--- src/bf16at_pkg.sv ---
// Package with the bfloat16 and binary32 field constants for the truncating adder.
package bf16at_pkg;

    // bfloat16 word layout.
    localparam int unsigned BfWidth   = 16;
    localparam int unsigned ExpWidth  = 8;
    localparam int unsigned FracWidth = 7;

    // Binary32 significand with hidden bit, plus guard, round and sticky bits.
    localparam int unsigned SigWidth  = 24;
    localparam int unsigned GrsWidth  = 3;
    localparam int unsigned AlnWidth  = SigWidth + GrsWidth;
    localparam int unsigned SumWidth  = AlnWidth + 1;
    localparam int unsigned LowZeros  = AlnWidth - (FracWidth + 1);

    localparam logic [ExpWidth-1:0]  ExpMax     = '1;
    localparam logic [BfWidth-1:0]   DefaultNan = 16'h7FC0;
    localparam logic [FracWidth-1:0] QuietBit   = 7'h40;

endpackage

--- src/bf16_add_truncate_top.sv ---
// Top level of the bfloat16 adder that sums through binary32 and truncates the result.
// A transaction taken at a clock edge is held in the input registers, and its result then
// passes through the result registers, which drive o_valid and o_sum_bits.
// Throughput: one transaction per cycle; busy stays low, the input and result registers
// let every cycle carry a new operand pair.
// Reset: synchronous, active low; it clears only the valid flags of both register stages.
// The receiver cannot stall, so each result is on the ports for exactly one cycle.
module bf16_add_truncate_top
    import bf16at_pkg::*;
(
    input  logic               i_clk,
    input  logic               i_rst_n,
    input  logic               start,
    output logic               busy,
    input  logic [BfWidth-1:0] i_addend_a,
    input  logic [BfWidth-1:0] i_addend_b,
    output logic               o_valid,
    output logic [BfWidth-1:0] o_sum_bits
);

    logic               r_in_vld;
    logic [BfWidth-1:0] r_a;
    logic [BfWidth-1:0] r_b;
    logic               r_out_vld;
    logic [BfWidth-1:0] r_sum;
    logic [BfWidth-1:0] n_sum;

    assign busy       = 1'b0;
    assign o_valid    = r_out_vld;
    assign o_sum_bits = r_sum;

    // Valid flags of the two register stages.
    always_ff @(posedge i_clk) begin
        if (!i_rst_n) begin
            r_in_vld  <= 1'b0;
            r_out_vld <= 1'b0;
        end else begin
            r_in_vld  <= start && !busy;
            r_out_vld <= r_in_vld;
        end
    end

    // Operand and result registers.
    always_ff @(posedge i_clk) begin
        if (start && !busy) begin
            r_a <= i_addend_a;
            r_b <= i_addend_b;
        end
        r_sum <= n_sum;
    end

    logic [ExpWidth-1:0]  ea, eb, ex, ey, ex1, ey1, d;
    logic [FracWidth-1:0] fa, fb;
    logic                 sa, sb, sx, sy, swap, lost, rnd_up;
    logic [BfWidth-1:0]   x, y;
    logic [FracWidth:0]   mx, my;
    logic [AlnWidth-1:0]  wx, wy_full, wy_sh, wy;
    logic [SumWidth-1:0]  r_raw, r_nrm;
    logic [9:0]           e, e_lim;
    logic [4:0]           lz;
    logic [9:0]           sh;
    logic [SigWidth:0]    mant;
    logic [GrsWidth-1:0]  rem;

    // Add, normalize and round as binary32, then keep the upper half.
    always_comb begin
        ea = r_a[14:7];
        eb = r_b[14:7];
        fa = r_a[6:0];
        fb = r_b[6:0];
        sa = r_a[15];
        sb = r_b[15];

        // Order the operands so that x has the larger magnitude.
        swap = r_b[14:0] > r_a[14:0];
        x    = swap ? r_b : r_a;
        y    = swap ? r_a : r_b;
        sx   = x[15];
        sy   = y[15];
        ex   = x[14:7];
        ey   = y[14:7];
        mx   = {ex != '0, x[6:0]};
        my   = {ey != '0, y[6:0]};
        ex1  = (ex == '0) ? 8'd1 : ex;
        ey1  = (ey == '0) ? 8'd1 : ey;
        d    = ex1 - ey1;

        // Align the smaller operand, folding shifted-out bits into sticky.
        wx      = {mx, {LowZeros{1'b0}}};
        wy_full = {my, {LowZeros{1'b0}}};
        wy_sh   = wy_full >> d;
        lost    = (wy_sh << d) != wy_full;
        if (d >= 8'(AlnWidth)) begin
            wy = {{(AlnWidth-1){1'b0}}, my != '0};
        end else begin
            wy = {wy_sh[AlnWidth-1:1], wy_sh[0] | lost};
        end

        r_raw = (sx == sy) ? ({1'b0, wx} + {1'b0, wy}) : ({1'b0, wx} - {1'b0, wy});

        // Leading-zero count below the carry position.
        lz = '0;
        for (int i = 0; i < AlnWidth; i++) begin
            if (r_raw[i]) begin
                lz = 5'(AlnWidth - 1 - i);
            end
        end

        // Normalize: a carry shifts right, a cancellation shifts left down to the minimum exponent.
        e     = {2'b00, ex1};
        e_lim = e - 10'd1;
        sh    = ({5'b0, lz} < e_lim) ? {5'b0, lz} : e_lim;
        if (r_raw[SumWidth-1]) begin
            r_nrm = {1'b0, r_raw[SumWidth-1:2], r_raw[1] | r_raw[0]};
            e     = e + 10'd1;
        end else begin
            r_nrm = r_raw << sh;
            e     = e - sh;
        end

        // Round to nearest even at the binary32 significand.
        rem    = r_nrm[GrsWidth-1:0];
        rnd_up = (rem > 3'b100) || ((rem == 3'b100) && r_nrm[GrsWidth]);
        mant   = {1'b0, r_nrm[AlnWidth-1:GrsWidth]} + {{SigWidth{1'b0}}, rnd_up};
        if (mant[SigWidth]) begin
            mant = mant >> 1;
            e    = e + 10'd1;
        end

        // Special operands take priority over the arithmetic path.
        if (ea == ExpMax && fa != '0) begin
            n_sum = r_a | {{(BfWidth-FracWidth){1'b0}}, QuietBit};
        end else if (eb == ExpMax && fb != '0) begin
            n_sum = r_b | {{(BfWidth-FracWidth){1'b0}}, QuietBit};
        end else if (ea == ExpMax && eb == ExpMax) begin
            n_sum = (sa == sb) ? r_a : DefaultNan;
        end else if (ea == ExpMax) begin
            n_sum = r_a;
        end else if (eb == ExpMax) begin
            n_sum = r_b;
        end else if (r_raw == '0) begin
            n_sum = {sx & sy, 15'b0};
        end else if (e >= 10'd255) begin
            n_sum = {sx, ExpMax, 7'b0};
        end else begin
            n_sum = {sx, mant[SigWidth-1] ? e[7:0] : 8'd0, mant[22:16]};
        end
    end

    // An accepted transaction raises o_valid after passing the input and result registers.
    assert property (@(posedge i_clk) disable iff (!i_rst_n)
        (start && !busy) |=> ##1 o_valid)
        else $error("accepted transaction produced no result");

    assert property (@(posedge i_clk) disable iff (!i_rst_n)
        o_valid |-> $past(r_in_vld))
        else $error("result strobe without a transaction in the input stage");

    assert property (@(posedge i_clk) disable iff (!i_rst_n)
        r_in_vld |-> $past(start))
        else $error("input stage valid without a start");

endmodule
--- config.mk ---
export PLATFORM = sky130hd
export DESIGN_NAME = bf16_add_truncate_top
export DESIGN_NICKNAME = d
export VERILOG_FILES = /design/src/bf16at_pkg.sv /design/src/bf16_add_truncate_top.sv
export SDC_FILE = /design/constraint.sdc
export NUM_CORES = 1
export LEC_CHECK = 0
export ABC_AREA = 1
export BUFFER_PORTS_ARGS = -buffer_cell sky130_fd_sc_hd__buf_2
export CORE_UTILIZATION = 50
export CTS_CLUSTER_DIAMETER = 30
export DETAILED_ROUTE_END_ITERATION = 10
export PLACE_DENSITY = 0.78
export SETUP_SLACK_MARGIN = 0.1
export SLEW_MARGIN = 10
export SYNTH_ARGS = -nofsm -noshare
export SYNTH_HDL_FRONTEND = slang
export SYNTH_SLANG_ARGS = --single-unit
export TNS_END_PERCENT = 1
--- constraint.sdc ---
create_clock -name i_clk -period 13.81 [get_ports i_clk]
set_input_delay 4.143 -clock i_clk [delete_from_list [all_inputs] [get_ports i_clk]]
set_output_delay 4.143 -clock i_clk [all_outputs]
set_load 0.01 [all_outputs]
==> impl_results.md, run 1 <==
* Layout cells sized above 1 at 0.1173
* Fillcell total at roughly 2100
* Total gr overflow at 0
* CTS Sinks at 50
* Initial DRT Pass Iterations at 6
* Final ANT Viol Nets at 0
* Final hold violation count at 0
* Area growth syn-to-layout at 6.620%
* Post-synth cell types at between 60 and 70
* TritonCTS clock tree: yes
* YS warnings at 0
* Internal reg-to-reg setup slack at around 1.1 ns
* Tightest Pin Transition at roughly 1.1 ns
* Initial antenna violation count at 0
* Slew headroom at 0.2263
* Chip Height at 145.3 um
* Drt wl/cell at around 17 um
* Predominant post-synthesis flop cell: edfxtp_1
* Flops & latches, synth at 50
* Placer congestion estimate at between 1 and 1.5
* # H-tree levels at 2
* Final wirelength at 35290 um
* Sequential area share after synthesis at 0.1287
* Syn Nets at just under 2000
* R2R Path Start: r_a[9]$_DFFE_PP_
* Final Max Slew Viols at 0
* Max stage delay on crit path at ~0.47 ns
* Die W at around 150 um
* Critical path peak fanout at 26
* Antenna fix cells at 0
* Commonest non-fill, non-tap cell in the layout: nand2_1
* # IOs at 53
* Worst r2r path cells at 92
* Crit path depth at 92
* Total GRT Usage at 0.3284
* Routed vias at between 10000 and 15000
* VDD IR max at between 100 and 150 uV
* I/O Buffers at roughly 50
* Number of synthesized flops with an enable pin at 32
* FF-to-FF End: o_sum_bits[6]$_SDFF_PP1_
* Row count at between 50 and 60
* Crit path to: o_sum_bits[6]$_SDFF_PP1_
* Placed wire-length estimate at approximately 28000 um
* Status: finished, final reports clean
* Initial core utilization at 0.5088
* DRT iter0 DRCs at roughly 1600
* RSZ-0062 raised after global routing: false
* Lkg Pwr at between 5 and 6 nW
* Gate Count Post-Synth at ~1800
* # Max-Cap Violations at 0
* Hold_buf cts at 0
* TritonCTS Buffers at 5
* Critical path startpoint category: flop
* Final period util at 0.9198
* Slowest stage cell, crit path: edfxtp_1
* Largest net degree at the start of global routing at 52
* FMAX at 78.72 MHz
* Setup tns final at 0 ns
* Routed vias/inst at 5.946
* Setup Skew at between 0.006 and 0.007 ns
* Worst setup path startpoint: r_a[9]$_DFFE_PP_
* PwrDens at 201.3 nW/um^2
* # DRC at 0
* Req. time, crit path at 13.98 ns
* Crit. End Element: flop
* Worst hold slack at approximately 0.42 ns
* Buf/Inv on CP at 15
* Clk pin slew, worst setup/hold paths at 0.07 ns
* Cell mode on critical path: nand2_1
* Asr flop ratio synth at 0
* Mapped Area at between 10000 and 15000 um^2
* Final setup fails at 0
* Number of global-route vias before repair at 11369
* Wire length of the first global-routing pass at roughly 57000 um
* Maximum root-to-sink buffer count at 2
* CP Data Arrival Time at around 13 ns
* Die area at approximately 21000 um^2
* Worst Path Class, Setup: reg2reg
* Commonest non-fill, non-tap cells in the layout: 636 x nand2_1, 373 x nand3_1, 172 x inv_1, 105 x nor2_1, 55 x nand4_1
* Synth Area per Inst at around 5.6 um^2
* CTS root buf: clkbuf_16
* Nets at between 1500 and 2000
* Family with the most delay on the worst path: simple AND/OR/NAND/NOR gates
* Min Tclk post-route at about 13 ns
* Hold Path Class: reg2reg
* Core area at ~20000 um^2
* Clk Latency, worst-skew pair at about 0.30 ns
-- cell families (layout without fill, tap and decap cells) --
kind of cell / count (synthesis) / count (layout) / share of synthesized area
AND/OR/NAND/NOR: 1293 / 1294 / 0.5871
buffers and inverters: 266 / 285 / 0.1081
AO/OA/AOI/OAI: 141 / 141 / 0.07986
adder cells (fa/ha/maj): 50 / 50 / 0.06169
flip-flops: 50 / 50 / 0.1287
XOR/XNOR: 35 / 35 / 0.03280
other: 2 / 2 / 0.0007318
multiplexers: 1 / 1 / 0.0009754
-- cell type report --
cell class	count	area, um^2	share of cell area
well taps	270	337.8	0.03087
flip-flops and latches	50	1321	0.1208
inverters	204	765.7	0.06998
clock inverters	3	22.52	0.002058
repair buffers	73	449.2	0.04105
multi-input cells	1523	7920	0.7238
clock buffers	5	125.1	0.01144
-- routing by layer --
layer  GRT usage  vias to the layer above  wire length (um)
li1            -                     6131                 -
met1      0.4369                     5676             15030
met2      0.5394                      731             15700
met3     0.04497                      115              3252
met4      0.1200                        0              1320
met5           0                        -                 0
-- metrics by stage --
stage	utilization	instance area, um^2	instances	worst slack (ns)	total power, mW
after floorplan	-	10260	1838	2.281	1.584
after global placement	0.5290	10670	2116	0.7463	1.984
after detailed placement	0.5290	10670	2116	0.6331	1.991
after CTS	0.5364	10820	2124	0.4995	2.121
after global routing	0.5425	10940	2128	0.09395	2.415
final	0.5425	10940	2128	1.107	2.203
-- worst min-delay path, stage by stage, from the launching register on --
cell,delay [ns]
dfxtp_1,0.30
nand2_1,0.05
inv_1,0.03
-- registers in the layout, indices dropped and copies added (netlist names) --
| name | cells |
|---|---|
| r_in_vld | 1 |
| r_a | 16 |
| r_b | 16 |
| o_valid | 1 |
| o_sum_bits | 16 |
-- timing repair --
action | 4_1_cts | 5_1_grt
setup endpoints to repair | 0 | 15
setup buffers | 0 | 3
gates resized for setup | 0 | 19
-- cells in the mapped netlist, drive strengths merged, types with 3 or more instances --
cell    number  share of area
o21ai       70          0.036
a21oi       42          0.023
and2         6         0.0041
nand3b       3         0.0022
xnor2       10         0.0093
clkbuf      20         0.0073
o211ai       4         0.0029
nor2       122          0.054
nor3        17          0.010
xor2        25          0.024
buf         42          0.026
ha          49          0.060
nand4       57          0.037
a21boi       4         0.0029
nand3      392           0.20
dfxtp       18          0.035
o22ai        3         0.0018
or2          7         0.0043
nand2      673           0.26
nor4        12         0.0073
edfxtp      32          0.094
a31oi        5         0.0030
inv        200          0.073
clkinv       4         0.0015
-- worst min path at each step --
stage,cells after the start,end,slack [ns],from
after CTS,2,o_valid$_SDFF_PN0_,0.43,r_in_vld$_SDFF_PN0_
after floorplan,2,o_valid$_SDFF_PN0_,0.39,r_in_vld$_SDFF_PN0_
after global routing,2,o_valid$_SDFF_PN0_,0.47,r_in_vld$_SDFF_PN0_
after detailed placement,2,o_valid$_SDFF_PN0_,0.40,r_in_vld$_SDFF_PN0_
after global placement,2,o_valid$_SDFF_PN0_,0.41,r_in_vld$_SDFF_PN0_
final,2,o_valid$_SDFF_PN0_,0.42,r_in_vld$_SDFF_PN0_
-- power breakdown --
group	leakage, nW	switching, mW	internal [mW]
Clock	0.0746	0.0558	0.0681
Sequential	0.465	0.0184	0.194
Combinational	5.26	1.31	0.557
Total	5.80	1.38	0.818
No activity file was read; power rests on OpenSTA's default activity.
==> inputs of run 2 (changes only) <==
--- a/config.mk
+++ b/config.mk
@@ -7,6 +7,7 @@
 export LEC_CHECK = 0
 export ABC_AREA = 1
 export BUFFER_PORTS_ARGS = -buffer_cell sky130_fd_sc_hd__buf_2
+export CAP_MARGIN = 20
 export CORE_UTILIZATION = 50
 export CTS_CLUSTER_DIAMETER = 30
 export DETAILED_ROUTE_END_ITERATION = 10
==> constraint.sdc (replaced) <==
create_clock -name i_clk -period 13.81 [get_ports i_clk]
set_input_delay 0 -clock i_clk [delete_from_list [all_inputs] [get_ports i_clk]]
set_output_delay 0 -clock i_clk [all_outputs]
set_load 0.01 [all_outputs]
==> run 2 against run 1 <==
- sequential power hardly changed
- global-route usage is 1.2 points higher
- final area is 3.2% higher
- register-to-register slack worse by 0.03 ns
- flip-flop and latch count stayed put
- wire length is 4.2% higher
- combinational power hardly changed
- first-iteration DRC count is 2.0% higher
- sequential share of layout area is 0.37 points lower
- largest power group unchanged
- highest routed layer unchanged
==> impl_results.md, run 2 (same netlist as run 1, synthesis figures left out) <==
* TritonCTS Buffers at 5 (unchanged)
* CP Data Arrival Time at 12.91 ns (+0.03 ns)
* Core area at 20170 um^2 (unchanged)
* Final hold violation count at 0 (unchanged)
* CTS Sinks at 50 (unchanged)
* Antenna fix cells at 0 (unchanged)
* Largest net degree at the start of global routing at 52 (unchanged)
* Max stage delay on crit path at 0.48 ns (about the same)
* Number of global-route vias before repair at 11625 (+2.3%)
* Initial antenna violation count at 0 (unchanged)
* Hold Path Class: in2reg
* Row count at 52 (unchanged)
* Cell mode on critical path: nand2_1
* FMAX at 78.55 MHz (-0.22%)
* Worst Path Class, Setup: reg2reg
* # DRC at 0 (unchanged)
* Initial DRT Pass Iterations at 7 (+1)
* TritonCTS clock tree: yes
* VDD IR max at 127.1 uV (+1.1%)
* Lkg Pwr at 5.942 nW (+2.5%)
* Setup Skew at 0.006286 ns (-0.0006416 ns)
* DP Area at 10670 um^2 (unchanged)
* Die W at 145.3 um (unchanged)
* Inst Count DP at 2116 (unchanged)
* Layout cells sized above 1 at 0.1162 (-0.001113)
* Setup tns final at 0 ns (unchanged)
* Routed vias/inst at 5.932 (-0.24%)
* Req. time, crit path at 13.99 ns (about the same)
* CTS root buf: clkbuf_16
* Final setup fails at 0 (unchanged)
* Initial core utilization at 0.5088 (unchanged)
* Final period util at 0.9218 (+0.002012)
* DRT iter0 DRCs at 1614 (+2.0%)
* # H-tree levels at 2 (unchanged)
* Post-route cell area at 11290 um^2 (+3.2%)
* Min Tclk post-route at 12.73 ns (+0.02779 ns)
* Routed vias at 12830 (+1.4%)
* Status: finished, final reports clean
* Crit. End Element: flop
* Clk Latency, worst-skew pair at 0.30 ns (about the same)
* Commonest non-fill, non-tap cell in the layout: nand2_1
* Total GRT Usage at 0.3400 (+0.01167)
* PwrDens at 196.5 nW/um^2 (-2.4%)
* Slowest stage cell, crit path: edfxtp_1
* Die area at 21100 um^2 (unchanged)
* Wire length of the first global-routing pass at 58530 um (+3.2%)
* Final wirelength at 36780 um (+4.2%)
* Placed wire-length estimate at 28130 um (unchanged)
* Slew headroom at 0.2916 (+0.06529)
* Commonest non-fill, non-tap cells in the layout: 636 x nand2_1, 373 x nand3_1, 172 x inv_1, 105 x nor2_1, 55 x nand4_1
* Fin cells at 2163 (+1.6%)
* Clk pin slew, worst setup/hold paths at 0.07 ns (about the same)
* Tightest Pin Transition at 1.052 ns (-0.09845 ns)
* Total gr overflow at 0 (unchanged)
* Nets at 1977 (+1.8%)
* Area growth syn-to-layout at 9.997%
* Critical path startpoint category: flop
* # IOs at 53 (unchanged)
* # Max-Cap Violations at 0 (unchanged)
* Final ANT Viol Nets at 0 (unchanged)
* Chip Height at 145.3 um (unchanged)
* I/O Buffers at 51 (unchanged)
* Maximum root-to-sink buffer count at 2 (unchanged)
* Final Max Slew Viols at 0 (unchanged)
* Drt wl/cell at 17.00 um (+2.5%)
* Placer congestion estimate at 1.022 (unchanged)
* Critical path peak fanout at 13 (-50%)
* RSZ-0062 raised after global routing: false
[run 2: cell types whose count changed in the layout (fill, tap and decap cells not counted)]
cell | before | now
dlygate4sd3_1 | 0 | 33
nand2_4 | 15 | 16
clkbuf_2 | 0 | 1
[run 2: path summary, 6_finish.rpt]
path / to / start / depth (start not counted) / slack (ns)
worst min-delay path: r_in_vld$_SDFF_PN0_ / start / 3 / 0.27
worst max-delay path: o_sum_bits[6]$_SDFF_PP1_ / r_a[9]$_DFFE_PP_ / 90 / 1.08
worst max register to register: o_sum_bits[6]$_SDFF_PP1_ / r_a[9]$_DFFE_PP_ / 90 / 1.08
worst min register to register: o_valid$_SDFF_PN0_ / r_in_vld$_SDFF_PN0_ / 2 / 0.44
[run 2: what timing repair did]
action	in CTS	in global routing
buffers inserted	0	3
endpoints found under the hold margin	34	0
setup endpoints to repair	0	15
hold buffers	33	0
gates resized for setup	0	19
[run 2: where the power goes]
part | switching (mW) | leakage [nW] | internal (mW)
registers | 0.0194 | 0.465 | 0.194
logic | 1.32 | 5.40 | 0.563
clock network | 0.0571 | 0.0746 | 0.0682
total | 1.39 | 5.94 | 0.825
[run 2: worst max-delay path: cells and delay by family (launching register included)]
kind,cells,cell delay [ns]
DFF,1,0.48
and+or+nand+nor,63,7.43
adders and majority gates,5,1.16
AOI/OAI and AO/OA,6,1.10
xor gates and xnor gates,2,0.59
buffers and inverters,14,1.81
[run 2: area by class of cell]
type / count / area [um^2]
Clock buffer: 5 / 125.1
Clock inverter: 3 / 22.52
Fill cell: 2078 / 8881
Inverter: 204 / 765.7
Multi-Input combinational cell: 1524 / 7931
Sequential cell: 50 / 1321
Tap cell: 270 / 337.8
Timing Repair Buffer: 107 / 784.5
[run 2: stage by stage]
stage / hold slack (ns) / util / worst slack [ns] / power [mW]
final: 0.2673 / 0.5597 / 1.079 / 2.218
after floorplan: 0.09345 / - / 2.281 / 1.584
after CTS: 0.2386 / 0.5527 / 0.4995 / 2.129
after global placement: 0.1764 / 0.5290 / 0.7463 / 1.984
after global routing: 0.3235 / 0.5597 / 0.07927 / 2.427
after detailed placement: 0.1781 / 0.5290 / 0.6331 / 1.991
[run 2: metal layers]
layer	global-route usage	part of all wire
met1	0.4404	0.41
met3	0.05094	0.095
met2	0.5680	0.45
met5	0	0
met4	0.1289	0.040
